==> config.mk <==
export PLATFORM = sky130hd
export DESIGN_NAME = hsf_out_fifo
export DESIGN_NICKNAME = d
export VERILOG_FILES = /design/src/rtl/hsf_pkg.sv /design/src/rtl/hsf_out_fifo.sv
export SDC_FILE = /design/constraint.sdc
export NUM_CORES = 1
export LEC_CHECK = 0
export ABC_AREA = 1
export BUFFER_PORTS_ARGS = -buffer_cell sky130_fd_sc_hd__buf_2
export CORE_MARGIN = 5
export CORE_UTILIZATION = 30
export DETAILED_ROUTE_END_ITERATION = 7
export PLACE_DENSITY = 0.46
export SKIP_CTS_REPAIR_TIMING = 1
export SYNTH_ARGS = -nofsm -noshare
export SYNTH_HDL_FRONTEND = slang
export SYNTH_SLANG_ARGS = --single-unit
==> constraint.sdc <==
create_clock -name clk -period 4.1 [get_ports clk]
set_input_delay 0.615 -clock clk [delete_from_list [all_inputs] [get_ports clk]]
set_output_delay 0.615 -clock clk [all_outputs]
set_load 0.005 [all_outputs]
==> src/rtl/hsf_pkg.sv <==
`timescale 1ns / 1ps
// ----------------------------------------------------------------------------
// hsf_pkg
// shared constants, node sign table and shift codes of the hex20 shape unit
// ----------------------------------------------------------------------------
package hsf_pkg;

	localparam int FRAC_BITS  = 16;
	localparam int NODE_COUNT = 20;
	localparam int NODE_W     = 5;
	localparam int OQ_DEPTH   = 8;
	localparam int STAGES     = 5;

	localparam logic [NODE_W-1:0] LAST_NODE = NODE_W'(NODE_COUNT - 1);

	// sign of a node's reference coordinate on one axis
	typedef logic [1:0] sgn_t;
	localparam sgn_t SGN_ZERO = 2'd0;
	localparam sgn_t SGN_POS  = 2'd1;
	localparam sgn_t SGN_NEG  = 2'd2;

	// one sign per axis, index 0 = xi, 1 = eta, 2 = zeta
	typedef sgn_t [2:0] node_sgn_t;

	// final scaling of a four-factor product, in powers of two
	typedef enum logic [2:0] {
		SH_3F3,  // corner shape: divide by 8 * S^3
		SH_2F3,  // corner derivative: divide by 8 * S^2
		SH_3F2,  // midside shape: divide by 4 * S^3
		SH_2F2,  // midside derivative along a nonzero axis: divide by 4 * S^2
		SH_2F1   // midside derivative along the zero axis: divide by 2 * S^2
	} shift_code_t;

	function automatic node_sgn_t node_signs(input logic [NODE_W-1:0] n);
		node_sgn_t s;
		case (n)
			5'd0:    s = {SGN_NEG,  SGN_NEG,  SGN_NEG};
			5'd1:    s = {SGN_NEG,  SGN_NEG,  SGN_POS};
			5'd2:    s = {SGN_NEG,  SGN_POS,  SGN_POS};
			5'd3:    s = {SGN_NEG,  SGN_POS,  SGN_NEG};
			5'd4:    s = {SGN_POS,  SGN_NEG,  SGN_NEG};
			5'd5:    s = {SGN_POS,  SGN_NEG,  SGN_POS};
			5'd6:    s = {SGN_POS,  SGN_POS,  SGN_POS};
			5'd7:    s = {SGN_POS,  SGN_POS,  SGN_NEG};
			5'd8:    s = {SGN_NEG,  SGN_NEG,  SGN_ZERO};
			5'd9:    s = {SGN_NEG,  SGN_ZERO, SGN_NEG};
			5'd10:   s = {SGN_ZERO, SGN_NEG,  SGN_NEG};
			5'd11:   s = {SGN_NEG,  SGN_ZERO, SGN_POS};
			5'd12:   s = {SGN_ZERO, SGN_NEG,  SGN_POS};
			5'd13:   s = {SGN_NEG,  SGN_POS,  SGN_ZERO};
			5'd14:   s = {SGN_ZERO, SGN_POS,  SGN_POS};
			5'd15:   s = {SGN_ZERO, SGN_POS,  SGN_NEG};
			5'd16:   s = {SGN_POS,  SGN_NEG,  SGN_ZERO};
			5'd17:   s = {SGN_POS,  SGN_ZERO, SGN_NEG};
			5'd18:   s = {SGN_POS,  SGN_ZERO, SGN_POS};
			5'd19:   s = {SGN_POS,  SGN_POS,  SGN_ZERO};
			default: s = {SGN_ZERO, SGN_ZERO, SGN_ZERO};
		endcase
		return s;
	endfunction

endpackage

==> src/rtl/hsf_out_fifo.sv <==
`timescale 1ns / 1ps
// ----------------------------------------------------------------------------
// hsf_out_fifo
// result word queue, head shown while not empty
// ----------------------------------------------------------------------------
module hsf_out_fifo #(
	parameter int W     = 82,
	parameter int DEPTH = hsf_pkg::OQ_DEPTH
) (
	input  logic                       clk,
	input  logic                       arst_n,
	input  logic                       wr_en,
	input  logic [W-1:0]               wr_data,
	input  logic                       rd_en,
	output logic [W-1:0]               rd_data,
	output logic                       empty,
	output logic [$clog2(DEPTH+1)-1:0] count
);

	localparam int AW = $clog2(DEPTH);
	localparam int CW = $clog2(DEPTH + 1);

	logic [W-1:0]  mem_q [DEPTH];
	logic [AW-1:0] wr_ptr_q;
	logic [AW-1:0] rd_ptr_q;
	logic [CW-1:0] cnt_q;
	logic          do_rd;

	assign empty   = (cnt_q == '0);
	assign count   = cnt_q;
	assign rd_data = mem_q[rd_ptr_q];
	assign do_rd   = rd_en && !empty;

	always_ff @(posedge clk or negedge arst_n) begin
		if (!arst_n) begin
			wr_ptr_q <= '0;
			rd_ptr_q <= '0;
			cnt_q    <= '0;
		end else begin
			if (wr_en)
				wr_ptr_q <= (wr_ptr_q == AW'(DEPTH - 1)) ? '0 : wr_ptr_q + 1'b1;
			if (do_rd)
				rd_ptr_q <= (rd_ptr_q == AW'(DEPTH - 1)) ? '0 : rd_ptr_q + 1'b1;
			cnt_q <= cnt_q + CW'(wr_en) - CW'(do_rd);
		end
	end

	always_ff @(posedge clk) begin
		if (wr_en)
			mem_q[wr_ptr_q] <= wr_data;
	end

endmodule

**Word-level counts from Yosys, hierarchy flattened**

Memory sizes are Yosys's and may differ from the RTL's.
Index checks and enable logic that the tools add are counted.

- Multiply operators: 0
- Eq/ne operators: 2
- Reduce and logical (&&, ||, !) cells: 3
- Shifts and indexed selects: 0
- Multiplexer cells: 4
- Magnitude comparators: 0
- $add $sub $neg: 4
- Divide/modulo/power cells: 0
- Bitwise operators: 0

Operators with widths:

| operator | number |
|---|---|
| 3-bit by 1-bit adder with 3-bit output, second input constant | 2 |
| 3-bit equality test, second input constant | 2 |
| 3-bit two-way mux | 2 |
| 4-bit by 1-bit adder with 4-bit output | 1 |
| 4-bit logical NOT | 1 |
| 4-bit by 1-bit subtractor with 4-bit output | 1 |
| 1-bit two-way mux | 2 |
| 1-bit logical AND | 1 |
| 1-bit logical NOT | 1 |

- Memories kept: 1
- Output and inout port bits: 87
- Bits of input ports: 86
- ROM bits: 0
- Word-level logic and storage cells: 17
- Latch bits: 0
- Bits in writable memories: 656
- Flip-flop bits (word level): 10

Memories:

| memory | words | width | rd ports | clocked after memory_dff | write ports | line | source |
|---|---|---|---|---|---|---|---|
| mem_q | 8 | 82 | 1 | 0 | 1 | hsf_out_fifo.sv:23 | `logic [W-1:0] mem_q [DEPTH];` |

**Longest topological paths before layout**

- Depth after elaboration: 4
- Mapped depth: 11
- Mapped depth without buffers: 11

**Least setup slack after synthesis**

Ideal clock, no wire load.

- Path kind: input port to flip-flop
- Start point: input port wr_en
- End point: memory mem_q[1][0], enable pin
- Data arrival time: 4.146 ns
- Library setup time: 0.523 ns
- Setup slack: -0.569 ns
- Required time: 3.577 ns
- Stages on the path: 2
- Buffers on the path: 0
- Path through: nand2_1 nor2_1

- Longest elaborated chain between the ends: 2

Ends and longest elaborated chain:

| item | line | source |
|---|---|---|
| from (decl) | hsf_out_fifo.sv:12 | `input logic wr_en,` |
| 1-bit two-way mux | hsf_out_fifo.sv:49 | `if (wr_en)` |
| 1-bit two-way mux (not written as such) | hsf_out_fifo.sv:50 | `mem_q[wr_ptr_q] <= wr_data;` |
| to (decl) | hsf_out_fifo.sv:23 |  |

No other way between the ends.

**Final worst setup path**

- Start point: register rd_ptr_q[1]
- End point: output port rd_data[75]

- Longest elaborated chain between the ends: 1

Ends and longest elaborated chain:

| item | line | source |
|---|---|---|
| from (decl) | hsf_out_fifo.sv:25 | `logic [AW-1:0] rd_ptr_q;` |
| from (signal assigned) | hsf_out_fifo.sv:43 | `rd_ptr_q <= (rd_ptr_q == AW'(DEPTH - 1)) ? '0 : rd_ptr_q + 1'b1;` |
| memory 8 x 82 bit | -- |  |
| to (decl) | hsf_out_fifo.sv:15 | `output logic [W-1:0] rd_data,` |

No other way between the ends.

==> metrics.yaml <==
grt_pass1_wl_um: 112200
grtUsageMet2_pct: 23.52
yosysSeqAreaShare_pct: 68.21
critPathTopFamily: "buffers and inverters"
required_ps: 3480
endpoint_kind: "output pin"
cts.clk_slew.worst_paths_ps: 60
routabilityCongestion: 0.6842
drtIter0Drc: 1006
die_area_um2: 103800
grt_pass1_vias: 18170
worst_slack_ps: 551.7
core_um2: 96710
cts.sinks: 666
register_area_um2: 19960
port_buffers: 172
p_seq_share_pct: 37.6
peakVddDrop_uv: 925.8
path_cells: "inv_8, buf_4, nand3_1, nand2_1, nand2_1, nand2_1, buf_2"
ys_ff_latch: 666
grt_use_met3_pct: 2.554
synth_nets: 2999
cp_slowest_cell: "dfrtp_4"
grt-ovfl-total: 0
use_met1_pct: 18.99
grt_max_degree: 167
worst_slew_pin_slew_ps: 891.5
dieHeight_um: 322.2
synthTopCellsByCount: "nand2_1, inv_1, edfxtp_1, nand3_1, buf_2"
wl_per_cell_um: 16.62
antenna_left: 0
fin_crit_sh_pct: 86.54
yosysWarnings: 0
hold_viol_final: 0
intPower_w: 0.01474
p_switching_w: 0.008322
yosysMostFrequentCell: "nand2_1"
worstSetupPathType: "register to output pin"
synth.largest_area_cell: "edfxtp_1"
num_rows: 114
finalWirelength_um: 73270
setup_viol: 0
min_path_type: "input pin to register"
cp.buffers_inverters: 3
dp_hpwl_um: 38170
start_util_pct: 30.24
tns_ps: 0
syn_inst: 2903
async_flop_share_pct: 1.502
synth_flop_cell: "edfxtp_1"
multiInputGateArea_um2: 5987
viasPerCell: 4.203
synth_area_um2: 29250
relSlewSlack_pct: 40.57
crit_arrival_ps: 2930
grt.busiest_layer: "met2"
track_usage_pct: 14.06
fin_worst_skew_ps: 22.95
cts_root_buf: "clkbuf_16"
drive_above_1_share_pct: 10.51
cp_slowest_stage_delay_ps: 740
antenna_found_initial: 5
period_needed_ps: 3548
yosys-top-cells-area: "edfxtp_1, nand2_1, inv_1"
synthToLayoutAreaGrowth_pct: 16.33
fillCellCount: 9764
status: "finished, final reports clean"
critPathMaxFanout: 65
maxCapViolations: 0
nets: 3164
p_leak_nw: 15.49
p_comb_share_pct: 32.9
start_kind: "register"
pre_cts_slack_ps: 1177
cts_buffers: 80
yosysTopAreaCellShare_pct: 67.35
final_max_slew_viol_count: 0
htree_levels: 3
fmax_mhz: 281.8
synth.distinct_cells: 17
rsz0062_at_grt: "no"
p_sw_share_pct: 36.09
drt_pass1_iterations: 5
pwr-share-clk_pct: 29.6
tritoncts: "done"
vias: 18530
syn_area_per_cell_um2: 10.07
cts_buffer_depth: 3
io_pins: 173
p_per_area_nw_per_um2: 677.7
synth_edf_count: 656
cp_common_cell: "nand2_1"
post-route-drc-count: 0
worst_skew_pair.late_latency_ps: 630
fp.dieW_um: 322.2
cells by family after synthesis:
group                    count (synthesis)  share of synthesized area (%)
AO/OA/AOI/OAI                            7                         0.1198
AND/OR/NAND/NOR                       1419                          19.63
buffers and inverters                  799                          11.53
flip-flops                             666                          68.21
adder cells (fa/ha/maj)                 10                         0.4535
XOR/XNOR                                 2                        0.05990
power groups by stage:
stage / registers [W] / logic [W] / clock network (W)
after floorplan: 0.00869 / 0.00511 / 0
after global placement: 0.00881 / 0.00783 / 0
after detailed placement: 0.00882 / 0.00783 / 0
after CTS: 0.00868 / 0.00786 / 0.00707
after global routing: 0.00874 / 0.00866 / 0.00735
final: 0.00866 / 0.00758 / 0.00682
final cells by class:
cell class	instances	area share, %
inverters	672	7.480
multi-input cells	1438	17.60
clock inverters	47	1.008
flip-flops and latches	666	58.67
diodes	3	0.02207
well taps	1276	4.693
clock buffers	97	6.384
repair buffers	210	4.148
metrics by stage:
stage	hold WS, ps	total power (W)	util (%)	area (µm²)	instances
after detailed placement	518.7	0.01664	32.56	31490	4261
final	262.4	0.02306	35.18	34020	4409
after global placement	516.2	0.01664	32.56	31490	4261
after CTS	-187.9	0.02360	35.16	34010	4405
after floorplan	319.4	0.01380	-	29250	2903
after global routing	232.1	0.02475	35.18	34020	4407
state kept, by name (all words and copies together) (netlist names):
name      flops
rd_ptr_q      3
count         4
wr_ptr_q      3
mem_q       656
worst paths after layout:
path,start,endpoint,slack [ps],depth (start not counted)
setup reg to reg,wr_ptr_q[0],mem_q[6][72],1880,4
setup / recovery,rd_ptr_q[1],rd_data[75],550,7
hold reg to reg,wr_ptr_q[0],wr_ptr_q[0],630,2
hold / removal,wr_data[45],mem_q[5][45],260,1
min in group asynchronous,arst_n,rd_ptr_q[2],410,2
max in group asynchronous,arst_n,rd_ptr_q[0],3440,2
routing by layer:
layer | wire [µm] | part of all wire [%]
met1 | 34490 | 47
met2 | 34650 | 47
met3 | 2751 | 3.8
met4 | 1375 | 1.9
met5 | 0 | 0
cell usage in the layout, fill, tap and decap left out:
cell           count
clkinv_2          12
inv_6              3
buf_12            21
clkinv_1          26
fa_1               1
clkbuf_16         85
nand3_1          332
xor2_1             2
nor2_1             1
dlygate4sd3_1      1
ha_1               9
dfrtp_1            7
o21ai_0            6
buf_2            172
nor2_4             8
a21oi_1            1
clkinv_4           1
dfrtp_4            3
inv_4              1
inv_1            669
inv_8              1
bufinv_16          5
nand2_1         1078
diode_2            3
clkinv_8           1
edfxtp_1         656
clkbuf_1          12
buf_4             16
(Power assumes the default switching activity.)
