### src/rtl/hsf_pkg.sv
`timescale 1ns / 1ps
// ----------------------------------------------------------------------------
// hsf_pkg
// shared constants, node sign table and shift codes of the hex20 shape unit
// ----------------------------------------------------------------------------
package hsf_pkg;

	localparam int FRAC_BITS  = 16;
	localparam int NODE_COUNT = 20;
	localparam int NODE_W     = 5;
	localparam int OQ_DEPTH   = 8;
	localparam int STAGES     = 5;

	localparam logic [NODE_W-1:0] LAST_NODE = NODE_W'(NODE_COUNT - 1);

	// sign of a node's reference coordinate on one axis
	typedef logic [1:0] sgn_t;
	localparam sgn_t SGN_ZERO = 2'd0;
	localparam sgn_t SGN_POS  = 2'd1;
	localparam sgn_t SGN_NEG  = 2'd2;

	// one sign per axis, index 0 = xi, 1 = eta, 2 = zeta
	typedef sgn_t [2:0] node_sgn_t;

	// final scaling of a four-factor product, in powers of two
	typedef enum logic [2:0] {
		SH_3F3,  // corner shape: divide by 8 * S^3
		SH_2F3,  // corner derivative: divide by 8 * S^2
		SH_3F2,  // midside shape: divide by 4 * S^3
		SH_2F2,  // midside derivative along a nonzero axis: divide by 4 * S^2
		SH_2F1   // midside derivative along the zero axis: divide by 2 * S^2
	} shift_code_t;

	function automatic node_sgn_t node_signs(input logic [NODE_W-1:0] n);
		node_sgn_t s;
		case (n)
			5'd0:    s = {SGN_NEG,  SGN_NEG,  SGN_NEG};
			5'd1:    s = {SGN_NEG,  SGN_NEG,  SGN_POS};
			5'd2:    s = {SGN_NEG,  SGN_POS,  SGN_POS};
			5'd3:    s = {SGN_NEG,  SGN_POS,  SGN_NEG};
			5'd4:    s = {SGN_POS,  SGN_NEG,  SGN_NEG};
			5'd5:    s = {SGN_POS,  SGN_NEG,  SGN_POS};
			5'd6:    s = {SGN_POS,  SGN_POS,  SGN_POS};
			5'd7:    s = {SGN_POS,  SGN_POS,  SGN_NEG};
			5'd8:    s = {SGN_NEG,  SGN_NEG,  SGN_ZERO};
			5'd9:    s = {SGN_NEG,  SGN_ZERO, SGN_NEG};
			5'd10:   s = {SGN_ZERO, SGN_NEG,  SGN_NEG};
			5'd11:   s = {SGN_NEG,  SGN_ZERO, SGN_POS};
			5'd12:   s = {SGN_ZERO, SGN_NEG,  SGN_POS};
			5'd13:   s = {SGN_NEG,  SGN_POS,  SGN_ZERO};
			5'd14:   s = {SGN_ZERO, SGN_POS,  SGN_POS};
			5'd15:   s = {SGN_ZERO, SGN_POS,  SGN_NEG};
			5'd16:   s = {SGN_POS,  SGN_NEG,  SGN_ZERO};
			5'd17:   s = {SGN_POS,  SGN_ZERO, SGN_NEG};
			5'd18:   s = {SGN_POS,  SGN_ZERO, SGN_POS};
			5'd19:   s = {SGN_POS,  SGN_POS,  SGN_ZERO};
			default: s = {SGN_ZERO, SGN_ZERO, SGN_ZERO};
		endcase
		return s;
	endfunction

endpackage

### src/rtl/hsf_front.sv
`timescale 1ns / 1ps
// ----------------------------------------------------------------------------
// hsf_front
// accepts points, clamps each coordinate to [-1,1], two-entry point queue
// ----------------------------------------------------------------------------
module hsf_front #(
	parameter int FRAC_BITS = hsf_pkg::FRAC_BITS
) (
	input  logic                        clk,
	input  logic                        arst_n,
	input  logic                        push,
	output logic                        full,
	input  logic signed [FRAC_BITS+1:0] coord_xi,
	input  logic signed [FRAC_BITS+1:0] coord_eta,
	input  logic signed [FRAC_BITS+1:0] coord_zeta,
	output logic                        head_valid,
	input  logic                        head_pop,
	output logic signed [FRAC_BITS+1:0] head_c [3]
);

	localparam int CW = FRAC_BITS + 2;
	localparam logic signed [CW-1:0] ONE  = CW'(1) << FRAC_BITS;
	localparam logic signed [CW-1:0] MONE = -ONE;

	logic signed [CW-1:0] pt_q [2][3];
	logic                 wr_ptr_q;
	logic                 rd_ptr_q;
	logic [1:0]           cnt_q;
	logic signed [CW-1:0] raw [3];
	logic signed [CW-1:0] sat [3];
	logic                 wr_en;
	logic                 rd_en;

	assign raw[0] = coord_xi;
	assign raw[1] = coord_eta;
	assign raw[2] = coord_zeta;

	always_comb begin
		for (int i = 0; i < 3; i++) begin
			if (raw[i] > ONE)
				sat[i] = ONE;
			else if (raw[i] < MONE)
				sat[i] = MONE;
			else
				sat[i] = raw[i];
		end
	end

	assign full       = (cnt_q == 2'd2);
	assign head_valid = (cnt_q != 2'd0);
	assign wr_en      = push && !full;
	assign rd_en      = head_pop && head_valid;

	always_comb begin
		for (int i = 0; i < 3; i++)
			head_c[i] = pt_q[rd_ptr_q][i];
	end

	always_ff @(posedge clk or negedge arst_n) begin
		if (!arst_n) begin
			wr_ptr_q <= 1'b0;
			rd_ptr_q <= 1'b0;
			cnt_q    <= 2'd0;
		end else begin
			if (wr_en)
				wr_ptr_q <= !wr_ptr_q;
			if (rd_en)
				rd_ptr_q <= !rd_ptr_q;
			cnt_q <= cnt_q + 2'(wr_en) - 2'(rd_en);
		end
	end

	always_ff @(posedge clk) begin
		if (wr_en) begin
			for (int i = 0; i < 3; i++)
				pt_q[wr_ptr_q][i] <= sat[i];
		end
	end

endmodule

### config.mk
export PLATFORM = sky130hd
export DESIGN_NAME = hsf_front
export DESIGN_NICKNAME = d
export VERILOG_FILES = /design/src/rtl/hsf_pkg.sv /design/src/rtl/hsf_front.sv
export SDC_FILE = /design/constraint.sdc
export NUM_CORES = 1
export LEC_CHECK = 0
export BUFFER_PORTS_ARGS = -buffer_cell sky130_fd_sc_hd__buf_4
export CAP_MARGIN = 20
export CORE_ASPECT_RATIO = 0.7
export CORE_MARGIN = 10
export CORE_UTILIZATION = 30
export DETAILED_ROUTE_END_ITERATION = 7
export SYNTH_ARGS = -nofsm -noshare
export SYNTH_HDL_FRONTEND = slang
export SYNTH_SLANG_ARGS = --single-unit
### constraint.sdc
create_clock -name clk -period 9.92 [get_ports clk]
set_input_delay 0.992 -clock clk [delete_from_list [all_inputs] [get_ports clk]]
set_output_delay 0.992 -clock clk [all_outputs]
set_load 0.005 [all_outputs]
Word-level counts from Yosys, hierarchy flattened
Memory sizes are Yosys's and may differ from the RTL's.
Index checks and enable logic that the tools add are counted.
Widths: inputs -> output; s select.
{"block": "classes", "muxes": 8, "reduce_logical": 6, "add_sub_neg": 2, "n_lt_le_gt_ge": 6, "eq_ne": 1, "n_bitwise": 0, "div_mod_pow": 0, "shifts": 0, "mul": 0}
{"operator": "$mux 18", "n": 6}
{"operator": "$gt 18x18->1 const B", "n": 3}
{"operator": "$lt 18x17->1 const B", "n": 3}
{"operator": "$logic_not 1->1", "n": 3}
{"operator": "$add 2x1->2", "n": 1}
{"operator": "$eq 2x2->1 const B", "n": 1}
{"operator": "$logic_and 1x1->1", "n": 2}
{"operator": "$mux 1", "n": 2}
{"operator": "$reduce_bool 2->1", "n": 1}
{"operator": "$sub 2x1->2", "n": 1}
{"block": "totals", "output_inout_bits": 56, "latch_bits": 0, "romBits": 0, "memories": 1, "ram_bits": 108, "reg_bits": 4, "elab_cells": 27}
{"memory": "pt_q", "words": 2, "width": 54, "read_ports": 1, "rd_ports_with_merged_regs": 0, "write_ports": 1, "line_no": "hsf_front.sv:25", "text": "logic signed [CW-1:0] pt_q [2][3];"}

Logic depth before layout (Yosys ltp)
Gate-level depths: netlist (run 1).
{"block": "depth", "word_depth": 5, "mapped_depth": 7}

Worst setup path after synthesis (run 1)
Ideal clock, no wire load.
{"block": "synth_path", "kind": "in2reg", "startpoint": "input port push", "endpoint": "memory pt_q[0][0] (netlist name) (enable)", "path_buffers": 0, "setup_time_ns": 0.466, "path_stages": 2, "path_slack_ns": 6.105, "arrival_ns": 3.349, "required_ns": 9.454, "cell_sequence": "nand2_1 nor2_1"}
{"block": "synth_via", "elab_chain_cells": 3}
{"item": "start, declared", "line_no": "hsf_front.sv:11", "text": "input logic push,"}
{"item": "$logic_and 1x1->1", "line_no": "hsf_front.sv:51", "text": "assign wr_en = push && !full;"}
{"item": "$mux 1", "line_no": "hsf_front.sv:74", "text": "if (wr_en) begin"}
{"item": "$mux 1 (not written as such)", "line_no": "hsf_front.sv:76", "text": "pt_q[wr_ptr_q][i] <= sat[i];"}
{"item": "end, declared", "line_no": "hsf_front.sv:25"}
No other way between the ends.

==> run_results.csv, run 1 <==
group,metric,value,unit
timing,setup_viol,0,
global_routing,grt.total_usage,10.06,%
hold_path,hp-class,"in2async",
global_routing,grt_pass1_vias,3226,
yosys,netlist_instances,322,
yosys,synth_xor_area_share,0.7076,%
timing,rsz0062_at_grt,"false",
placed_design,place.gp.congestion,0.7296,
clock_network,clk_root_buffer_cell,"clkbuf_16",
global_routing,grt_pass1_wl,17770,µm
drt,drt-wirelength-per-cell,17.32,µm
timing,tns,0,ns
yosys,synth.area.mux_share,12.28,%
worst_setup_path,crit_arrival,2.22,ns
power,power_frac_comb,32.0,%
worst_setup_path,cpMaxStageDelayCell,"dfrtp_2",
yosys,syn_nets,382,
clock_network,htree_levels,3,
clock_network,hold_buffers,0,
worst_setup_path,crit_path_end_kind,"output pin",
clock_network,clk_pin_slew,0.07,ns
worst_setup_path,cp_max_fo,28,
timing,min_period,3.214,ns
die,die_w,173.5,µm
worst_setup_path,cp_top_family,"flip-flops",
yosys,synth_edf_count,108,
layout,area_delta_synth_final,27.34,%
timing,finalClockSkew,0.005085,ns
power,ir_drop,0.09803,mV
drt,drc_errors,0,
drt,antenna_left,0,
worst_setup_path,start_kind,"flip-flop",
flow_run,maxCapViolations,0,
worst_setup_path,slowest_delay,0.79,ns
power,power.total,0.001570,W
clock_network,clockBufferDepth,2,
yosys,synth-simple-area-share,8.036,%
worst_setup_path,cp.required,8.93,ns
global_routing,grt_antenna_before_repair,0,
status,outcome,"complete, no violations",
layout,fin_nets,487,
yosys,synth-compound-area-share,8.112,%
power,clock_power_share,23.2,%
die,row_count,39,
timing,slew_headroom,31.41,%
power,leakage,2.320,nW
clock_network,clock-sinks,112,
drt,viasPerCell,4.536,
power,powerDensity,249.0,mW/mm²
die,core-area,0.01625,mm²
timing,min_period_over_period,32.40,%
global_routing,grt_overflow_total,0,
yosys,synth_fa_ha_area_share,0.5054,%
layout,num_antenna_cells,0,
die,ioPinCount,114,
yosys,synthDistinctLibCells,23,
die,start_util,30.47,%
power,sw_frac_of_total,28.34,%
clock_network,postCtsSetupBuffers,0,
clock_network,cts_tree,"built",
die,die_area,0.02212,mm²
yosys,ys_ff_latch,112,
timing,finalMaxSlewViolations,0,
worst_setup_path,crit_buf_inv,2,
yosys,yosysWarningCount,0,
worst_setup_path,critPathMostFrequentCell,"buf_4",
timing,worst_pin_slew,1.029,ns
placed_design,io_buffers,113,
clock_network,insertion_delay,0.34,ns
worst_setup_path,reg2regPathDepth,4,
layout,layout-drive-gt1-share,55.09,%
timing,final_hold_viol_count,0,
yosys,syn_area,0.004951,mm²
drt,dr.pass1.iters,4,
yosys,yosysSeqAreaShare,67.53,%
yosys,synth_top_family_by_area,"multiplexers",
power,p_seq_share,44.8,%
power,p_switching,0.0004448,W
drt,vias,2980,
timing,fmax,0.3112,GHz
yosys,synth_flop_cell,"edfxtp_1",
yosys,avgSynthCellArea,15.38,µm²
worst_setup_path,worstSetupPathType,"reg2out",
power,p_int,0.001125,W
worst_setup_path,critical_path_depth,3,
worst_setup_path,cp_cell_sequence,"buf_4 -> mux2_2 -> buf_4",
die,die_height,127.5,µm
drt,wl,11380,µm
layout,n_fill_cell,1549,
placed_design,dp_hpwl,7798,µm
drt,drt_iter0_markers,115,
clock_network,cts_buffers,9,
yosys,synthArstFlopShare,3.571,%
global_routing,grt_max_degree,55,
clock_network,cts_resized,0,
[logic make-up (layout without fill, tap and decap cells)]
family,Yosys count,after routing
fa+ha+maj,2,2
compound gates,51,51
flops,112,112
mux,54,54
buf+inv,27,137
xor+xnor,4,4
simple gates,72,72
[per-layer routing]
layer / share of wire, % / GRT usage, %
met2: 48 / 16.03
met3: 5.7 / 3.355
met1: 46 / 12.91
met4: 1.0 / 2.578
met5: 0 / 0
[stage by stage]
stage,area [µm²],setup WS [ns],utilization (%),instances,hold WS [ns]
global route,6305,6.581,38.80,657,0.4231
detailed placement,5988,7.019,36.85,640,0.4831
finish,6305,6.706,38.80,657,0.4391
floorplan,4951,6.105,-,322,0.4604
CTS,6290,6.639,38.71,656,0.4218
global placement,5988,7.059,36.85,640,0.4773
[cell type report]
cell class                 instances  area, µm²  share of cell area (%)
tap                              225      281.5                   4.465
clock buffer                       9      225.2                   3.572
sequential                       112       3344                   53.05
timing repair buffer             117      885.9                   14.05
inverter                           4      15.01                  0.2381
multi-input combinational        183       1476                   23.42
clock inverter                     7      76.32                   1.211
[worst reg2reg max path, stage by stage (launching register included)]
cell	delay [ns]
dfrtp_1	0.37
nand2b_1	0.15
nand2_1	0.15
nor2_4	0.10
buf_4	0.61
[cells in the final DEF (no fill, tap or decap)]
cell type   Yosys  layout
or2_2           3       3
a21oi_2        30      30
xor2_1          1       1
a41oi_2         3       3
nand2b_1        4       4
and2_1          1       1
a21oi_1        18      18
xnor2_1         3       3
mux2_2         54      54
buf_4           0     116
ha_1            2       2
buf_8           0       1
bufinv_16       0       1
dfrtp_2         0       1
nand2_1        50      50
clkinv_2        0       1
nor2_4          0       1
nor4_2         12      12
inv_1           3       3
clkinvlp_4      0       2
edfxtp_1      108     108
inv_6           0       3
clkbuf_16       0       9
and3_2          0       1
dfrtp_1         4       3
clkinv_1        1       1
[cells in the mapped netlist, types with 2 or more instances]
master,count,area (µm²)
or2_2,3,18.77
edfxtp_1,108,3243
clkbuf_1,5,18.77
a21oi_1,18,90.09
nor4_2,12,150.1
mux2_2,54,608.1
inv_1,3,11.26
buf_1,2,7.510
nand2_1,50,187.7
dfrtp_1,4,100.1
a21oi_2,30,262.8
clkbuf_2,2,10.01
a41oi_2,3,48.80
buf_2,11,55.05
ha_1,2,25.02
xnor2_1,3,26.28
buf_6,3,33.78
nand2b_1,4,25.02
[sequential cells by signal (all words and copies together) (netlist names)]
signal and count:
wr_ptr_q 1, pt_q 108, cnt_q 2, rd_ptr_q 1
[power groups by stage]
| stage | combinational (W) | sequential [W] | clock, W |
|---|---|---|---|
| floorplan | 0.000280 | 0.000687 | 0 |
| global placement | 0.000511 | 0.000712 | 0 |
| detailed placement | 0.000517 | 0.000717 | 0 |
| CTS | 0.000520 | 0.000707 | 0.000377 |
| global route | 0.000551 | 0.000718 | 0.000396 |
| finish | 0.000502 | 0.000704 | 0.000364 |
[final timing paths]
check                                          start               endpoint  slack [ns]
worst max-delay path            rd_ptr_q$_DFFE_PN0P_             head_c[51]        6.71
worst min-delay path                          arst_n   rd_ptr_q$_DFFE_PN0P_        0.44
worst max register to register    cnt_q[0]$_DFF_PN0_  pt_q[0][34]$_DFFE_PP_        8.14
worst min register to register    cnt_q[1]$_DFF_PN0_     cnt_q[1]$_DFF_PN0_        0.50
max in group asynchronous                     arst_n   rd_ptr_q$_DFFE_PN0P_        9.37
min in group clk                  cnt_q[1]$_DFF_PN0_     cnt_q[1]$_DFF_PN0_        0.50
Note: power is estimated with default switching activity, not from simulation.
==> inputs of run 2 (changes only) <==
clock period = 2.95 ns   (was 9.92 ns; I/O delays follow)
==> run_results.csv, run 2 (synthesis gave the netlist of run 1 again) <==
group,metric,value,unit
worst_setup_path,cp_max_fo,27,
die,die_height,127.5,µm
power,powerDensity,829.4,mW/mm²
layout,mostFrequentLayoutCell,"buf_4",
clock_network,htree_levels,3,
placed_design,dp_slack,0.9629,ns
power,leakage,2.318,nW
timing,rsz0062_at_grt,"false",
timing,min_period_over_period,65.52,%
worst_setup_path,cpMaxStageDelayCell,"mux2_2",
worst_setup_path,cp_top_family,"buffers and inverters",
placed_design,dp_hpwl,7955,µm
global_routing,grt_antenna_before_repair,0,
placed_design,place.gp.congestion,0.7628,
drt,drt_iter0_markers,185,
power,ir_drop,0.3194,mV
worst_setup_path,critical_path_depth,3,
timing,finalClockSkew,0.01082,ns
layout,top_regs,"pt_q x108, cnt_q x2",
layout,layout_common_cells,"buf_4 (118), edfxtp_1 (108), mux2_2 (54), nand2_1 (50), a21oi_2 (30)",
worst_setup_path,cp_cell_sequence,"buf_4 -> mux2_2 -> buf_4",
worst_setup_path,crit_buf_inv,2,
worst_setup_path,cp.required,2.65,ns
drt,vias,2969,
layout,largest_reg_flops,108,
layout,largest-register,"pt_q",
hold_path,hp-class,"in2reg",
drt,wl,11230,µm
clock_network,hold_buffers,1,
worst_setup_path,worstSetupPathType,"reg2out",
worst_setup_path,critPathMostFrequentCell,"buf_4",
drt,viasPerCell,4.512,
worst_setup_path,crit_arrival,1.64,ns
hold_path,holdPathEnd,"pt_q[1][35]$_DFFE_PP_",
die,core-area,0.01625,mm²
worst_setup_path,startpoint,"rd_ptr_q$_DFFE_PN0P_",
layout,num_antenna_cells,0,
global_routing,grt.total_usage,10.10,%
die,start_util,30.47,%
die,die_w,173.5,µm
layout,n_fill_cell,1565,
timing,final_hold_viol_count,0,
global_routing,grt_overflow_total,0,
hold_path,hold_start,"coord_eta[17]",
worst_setup_path,start_kind,"flip-flop",
drt,drt-wirelength-per-cell,17.06,µm
global_routing,grt_pass1_wl,17600,µm
clock_network,clockBufferDepth,2,
layout,area_delta_synth_final,27.09,%
layout,final_core_util,38.72,%
timing,slew_headroom,29.26,%
flow_run,maxCapViolations,0,
worst_setup_path,slowest_delay,0.42,ns
timing,tns,0,ns
drt,drc_errors,0,
clock_network,insertion_delay,0.35,ns
clock_network,cts_tree,"built",
die,die_area,0.02212,mm²
clock_network,clk_root_buffer_cell,"clkbuf_16",
timing,min_period,1.933,ns
worst_setup_path,reg2regPathDepth,7,
drt,dr.pass1.iters,4,
status,outcome,"complete, no violations",
global_routing,grt_pass1_vias,3174,
worst_setup_path,crit_path_end_kind,"output pin",
worst_setup_path,regToRegStartpoint,"cnt_q[1]$_DFF_PN0_",
clock_network,clock-sinks,112,
drt,antenna_left,0,
clock_network,postCtsSetupBuffers,0,
layout,fin_nets,489,
timing,finalMaxSlewViolations,0,
hold_path,hold_depth,1,
global_routing,grt_max_degree,55,
worst_setup_path,rrSetupSlack,1.17,ns
clock_network,cts_buffers,9,
timing,setup_viol,0,
layout,layout-drive-gt1-share,54.97,%
timing,layout_setup_ws,1.017,ns
die,row_count,39,
worst_setup_path,rr_endpoint,"cnt_q[1]$_DFF_PN0_",
placed_design,io_buffers,113,
die,ioPinCount,114,
clock_network,cts_resized,0,
timing,worst_pin_slew,1.061,ns
timing,fmax,0.5173,GHz
clock_network,clk_pin_slew,0.07,ns
==> run 2: changes by cell type in the layout (fill, tap and decap cells not counted) <==
cell / change
buf_8: -1
clkinv_4: +3
clkinvlp_4: -1
dlygate4sd3_1: +1
inv_8: +1
bufinv_16: -1
inv_6: -2
clkinv_2: -1
buf_4: +2
==> run 2: layout make-up <==
class | instances | area (µm²) | share of cell area (%)
Multi-Input combinational cell | 183 | 1476 | 23.46
Tap cell | 225 | 281.5 | 4.474
Clock buffer | 9 | 225.2 | 3.579
Inverter | 4 | 15.01 | 0.2386
Clock inverter | 6 | 53.80 | 0.8550
Timing Repair Buffer | 119 | 895.9 | 14.24
Sequential cell | 112 | 3344 | 53.15
==> run 2: through the flow <==
stage	total power, W	instances	cell area (µm²)	hold WS, ns
after floorplan	0.003246	322	4954	-0.0005911
after global placement	0.004149	642	6003	0.09255
after detailed placement	0.004177	642	6003	0.09554
after CTS	0.005345	658	6292	0.1408
after global routing	0.005551	658	6292	0.1434
final	0.005219	658	6292	0.1646
==> run 2: metal layers <==
layer / track usage [%] / wire (µm) / up-vias
li1: - / - / 1410
met1: 12.52 / 5113 / 1468
met2: 15.74 / 5197 / 80
met3: 4.179 / 777 / 11
met4: 3.236 / 139 / 0
met5: 0 / 0 / -
==> run 2: worst max-delay path by stage <==
stage	endpoint	slack, ns
after CTS	head_c[18]	0.97
after global placement	pt_q[0][29]$_DFFE_PP_	0.91
final	head_c[7]	1.02
after global routing	head_c[21]	0.93
after floorplan	pt_q[0][0]$_DFFE_PP_	0.53
after detailed placement	pt_q[1][31]$_DFFE_PP_	0.96
==> run 2: power breakdown <==
part           leakage, nW  total (W)  internal [W]  switching, W
logic                 1.12    0.00179      0.000927      0.000859
clock network        0.134    0.00115      0.000582      0.000564
registers             1.06    0.00229       0.00220     0.0000863
==> inputs of run 3 (changes only) <==
clock period = 1.6 ns   (was 2.95 ns; I/O delays follow)
==> run_results.csv, run 3 (synthesis gave the netlist of run 1 again) <==
group,metric,value,unit
die,ioPinCount,114,
timing,slew_headroom,58.21,%
drt,drt_iter0_markers,136,
timing,min_period,1.687,ns
worst_setup_path,start_kind,"flip-flop",
timing,rsz0062_at_grt,"true",
layout,largest_reg_flops,108,
clock_network,clk_pin_slew,0.07,ns
global_routing,use_met1,12.72,%
hold_path,hp-class,"in2reg",
worst_setup_path,cp.required,1.44,ns
timing,layout_setup_ws,-0.08677,ns
global_routing,grt_max_degree,31,
drt,antenna_left,0,
status,outcome,"finished with violations",
timing,fmax,0.5928,GHz
clock_network,clock-sinks,112,
die,start_util,30.47,%
timing,worst_pin_slew,0.6230,ns
worst_setup_path,crit_arrival,1.53,ns
clock_network,cts_tree,"built",
die,row_count,39,
drt,vias,3012,
layout,top_regs,"pt_q x108, cnt_q x2",
timing,final_hold_viol_count,0,
worst_setup_path,crit_path_end_kind,"output pin",
drt,wl,11630,µm
global_routing,grt_antenna_before_repair,0,
layout,seq_area,0.003344,mm²
status,violations,"negative setup slack",
die,die_area,0.02212,mm²
layout,largest-register,"pt_q",
power,powerDensity,1580,mW/mm²
global_routing,met3_usage,3.855,%
drt,drt-wirelength-per-cell,17.10,µm
layout,area_delta_synth_final,37.40,%
drt,drc_errors,0,
layout,num_antenna_cells,0,
layout,n_fill_cell,1533,
clock_network,clk_root_buffer_cell,"clkbuf_16",
drt,dr.pass1.iters,4,
clock_network,insertion_delay,0.34,ns
global_routing,gr-usage-met2,15.94,%
placed_design,place.gp.congestion,0.7541,
timing,finalMaxSlewViolations,0,
drt,viasPerCell,4.429,
placed_design,dp_hpwl,8215,µm
layout,multi_input_comb_area,0.001589,mm²
clock_network,cts_buffers,9,
worst_setup_path,cp_max_fo,6,
timing,min_period_over_period,105.4,%
timing,setup_viol,55,
layout,mostFrequentLayoutCell,"edfxtp_1",
die,core-area,0.01625,mm²
placed_design,io_buffers,113,
layout,layout_common_cells,"edfxtp_1 (108), buf_4 (107), nand2_1 (49), mux2_2 (38), a21oi_2 (30)",
global_routing,grt_overflow_total,0,
flow_run,maxCapViolations,0,
die,die_w,173.5,µm
placed_design,dp_slack,-0.1067,ns
global_routing,grt_pass1_vias,3215,
worst_setup_path,worstSetupPathType,"reg2out",
die,die_height,127.5,µm
placed_design,dp_cells,655,
clock_network,htree_levels,3,
layout,fin_nets,510,
global_routing,grt.total_usage,10.11,%
power,leakage,2.581,nW
power,ir_drop,0.5231,mV
clock_network,clockBufferDepth,2,
timing,finalClockSkew,0.005253,ns
timing,tns,-2.522,ns
global_routing,busiest_layer,"met2",
layout,layout-drive-gt1-share,58.24,%
global_routing,grt_pass1_wl,17670,µm
layout,stdcell_count,680,
run 3: cell count changes in the layout (fill, tap and decap cells not counted), sizes merged:
cell / previous run / this run
buf: 118 / 136
bufinv: 0 / 1
clkbuf: 9 / 12
clkinv: 4 / 5
inv: 5 / 4
run 3: final cells by class:
| class | instances | area share, % |
|---|---|---|
| Clock inverter | 7 | 1.048 |
| Clock buffer | 9 | 3.311 |
| Tap cell | 225 | 4.138 |
| Multi-Input combinational cell | 183 | 23.36 |
| Timing Repair Buffer | 140 | 18.76 |
| Sequential cell | 112 | 49.16 |
| Inverter | 4 | 0.2207 |
run 3: worst max-delay path: stages, from the launching register on:
cell	delay (ns)
dfrtp_2	0.45
buf_6	0.15
clkbuf_16	0.16
mux2_4	0.31
buf_6	0.12
run 3: path summary, 6_finish.rpt:
path	start	end	slack, ns	cells past startpoint
hold / removal	coord_eta[17]	pt_q[1][35]$_DFFE_PP_	0.04	1
hold reg to reg	wr_ptr_q$_DFFE_PN0P_	wr_ptr_q$_DFFE_PN0P_	0.55	1
max in group asynchronous	arst_n	rd_ptr_q$_DFFE_PN0P_	1.34	2
min in group asynchronous	arst_n	cnt_q[1]$_DFF_PN0_	0.15	2
setup / recovery	rd_ptr_q$_DFFE_PN0P_	head_c[19]	-0.09	4
setup reg to reg	cnt_q[0]$_DFF_PN0_	cnt_q[1]$_DFF_PN0_	0	7
run 3: power breakdown:
part / internal (W) / switching [W] / leakage (nW)
Combinational: 0.00250 / 0.00183 / 1.38
Sequential: 0.00405 / 0.000183 / 1.06
Clock: 0.00121 / 0.000979 / 0.141
Total: 0.00776 / 0.00299 / 2.58
run 3: timing repair:
item,in CTS,in global routing
endpoints found under the hold margin,4,0
pin swaps,2,7
gates resized for setup,8,38
buffers inserted,2,2
hold buffers,1,0
cloned,1,4
setup endpoints to repair,55,85
run 3: routing by layer:
metal / wire length, µm / vias up
met5: 0 / -
met4: 71 / 0
met3: 676 / 5
met2: 5418 / 69
met1: 5459 / 1479
li1: - / 1459
run 3: through the flow:
stage / utilization (%) / total power (W) / instance area (µm²) / hold WS, ns
floorplan: - / 0.005987 / 4965 / -0.1356
global placement: 38.04 / 0.007900 / 6181 / -0.04066
detailed placement: 38.04 / 0.007956 / 6181 / -0.03939
CTS: 40.36 / 0.01040 / 6558 / 0.02448
global route: 41.86 / 0.01138 / 6803 / 0.02188
finish: 41.86 / 0.01075 / 6803 / 0.04341
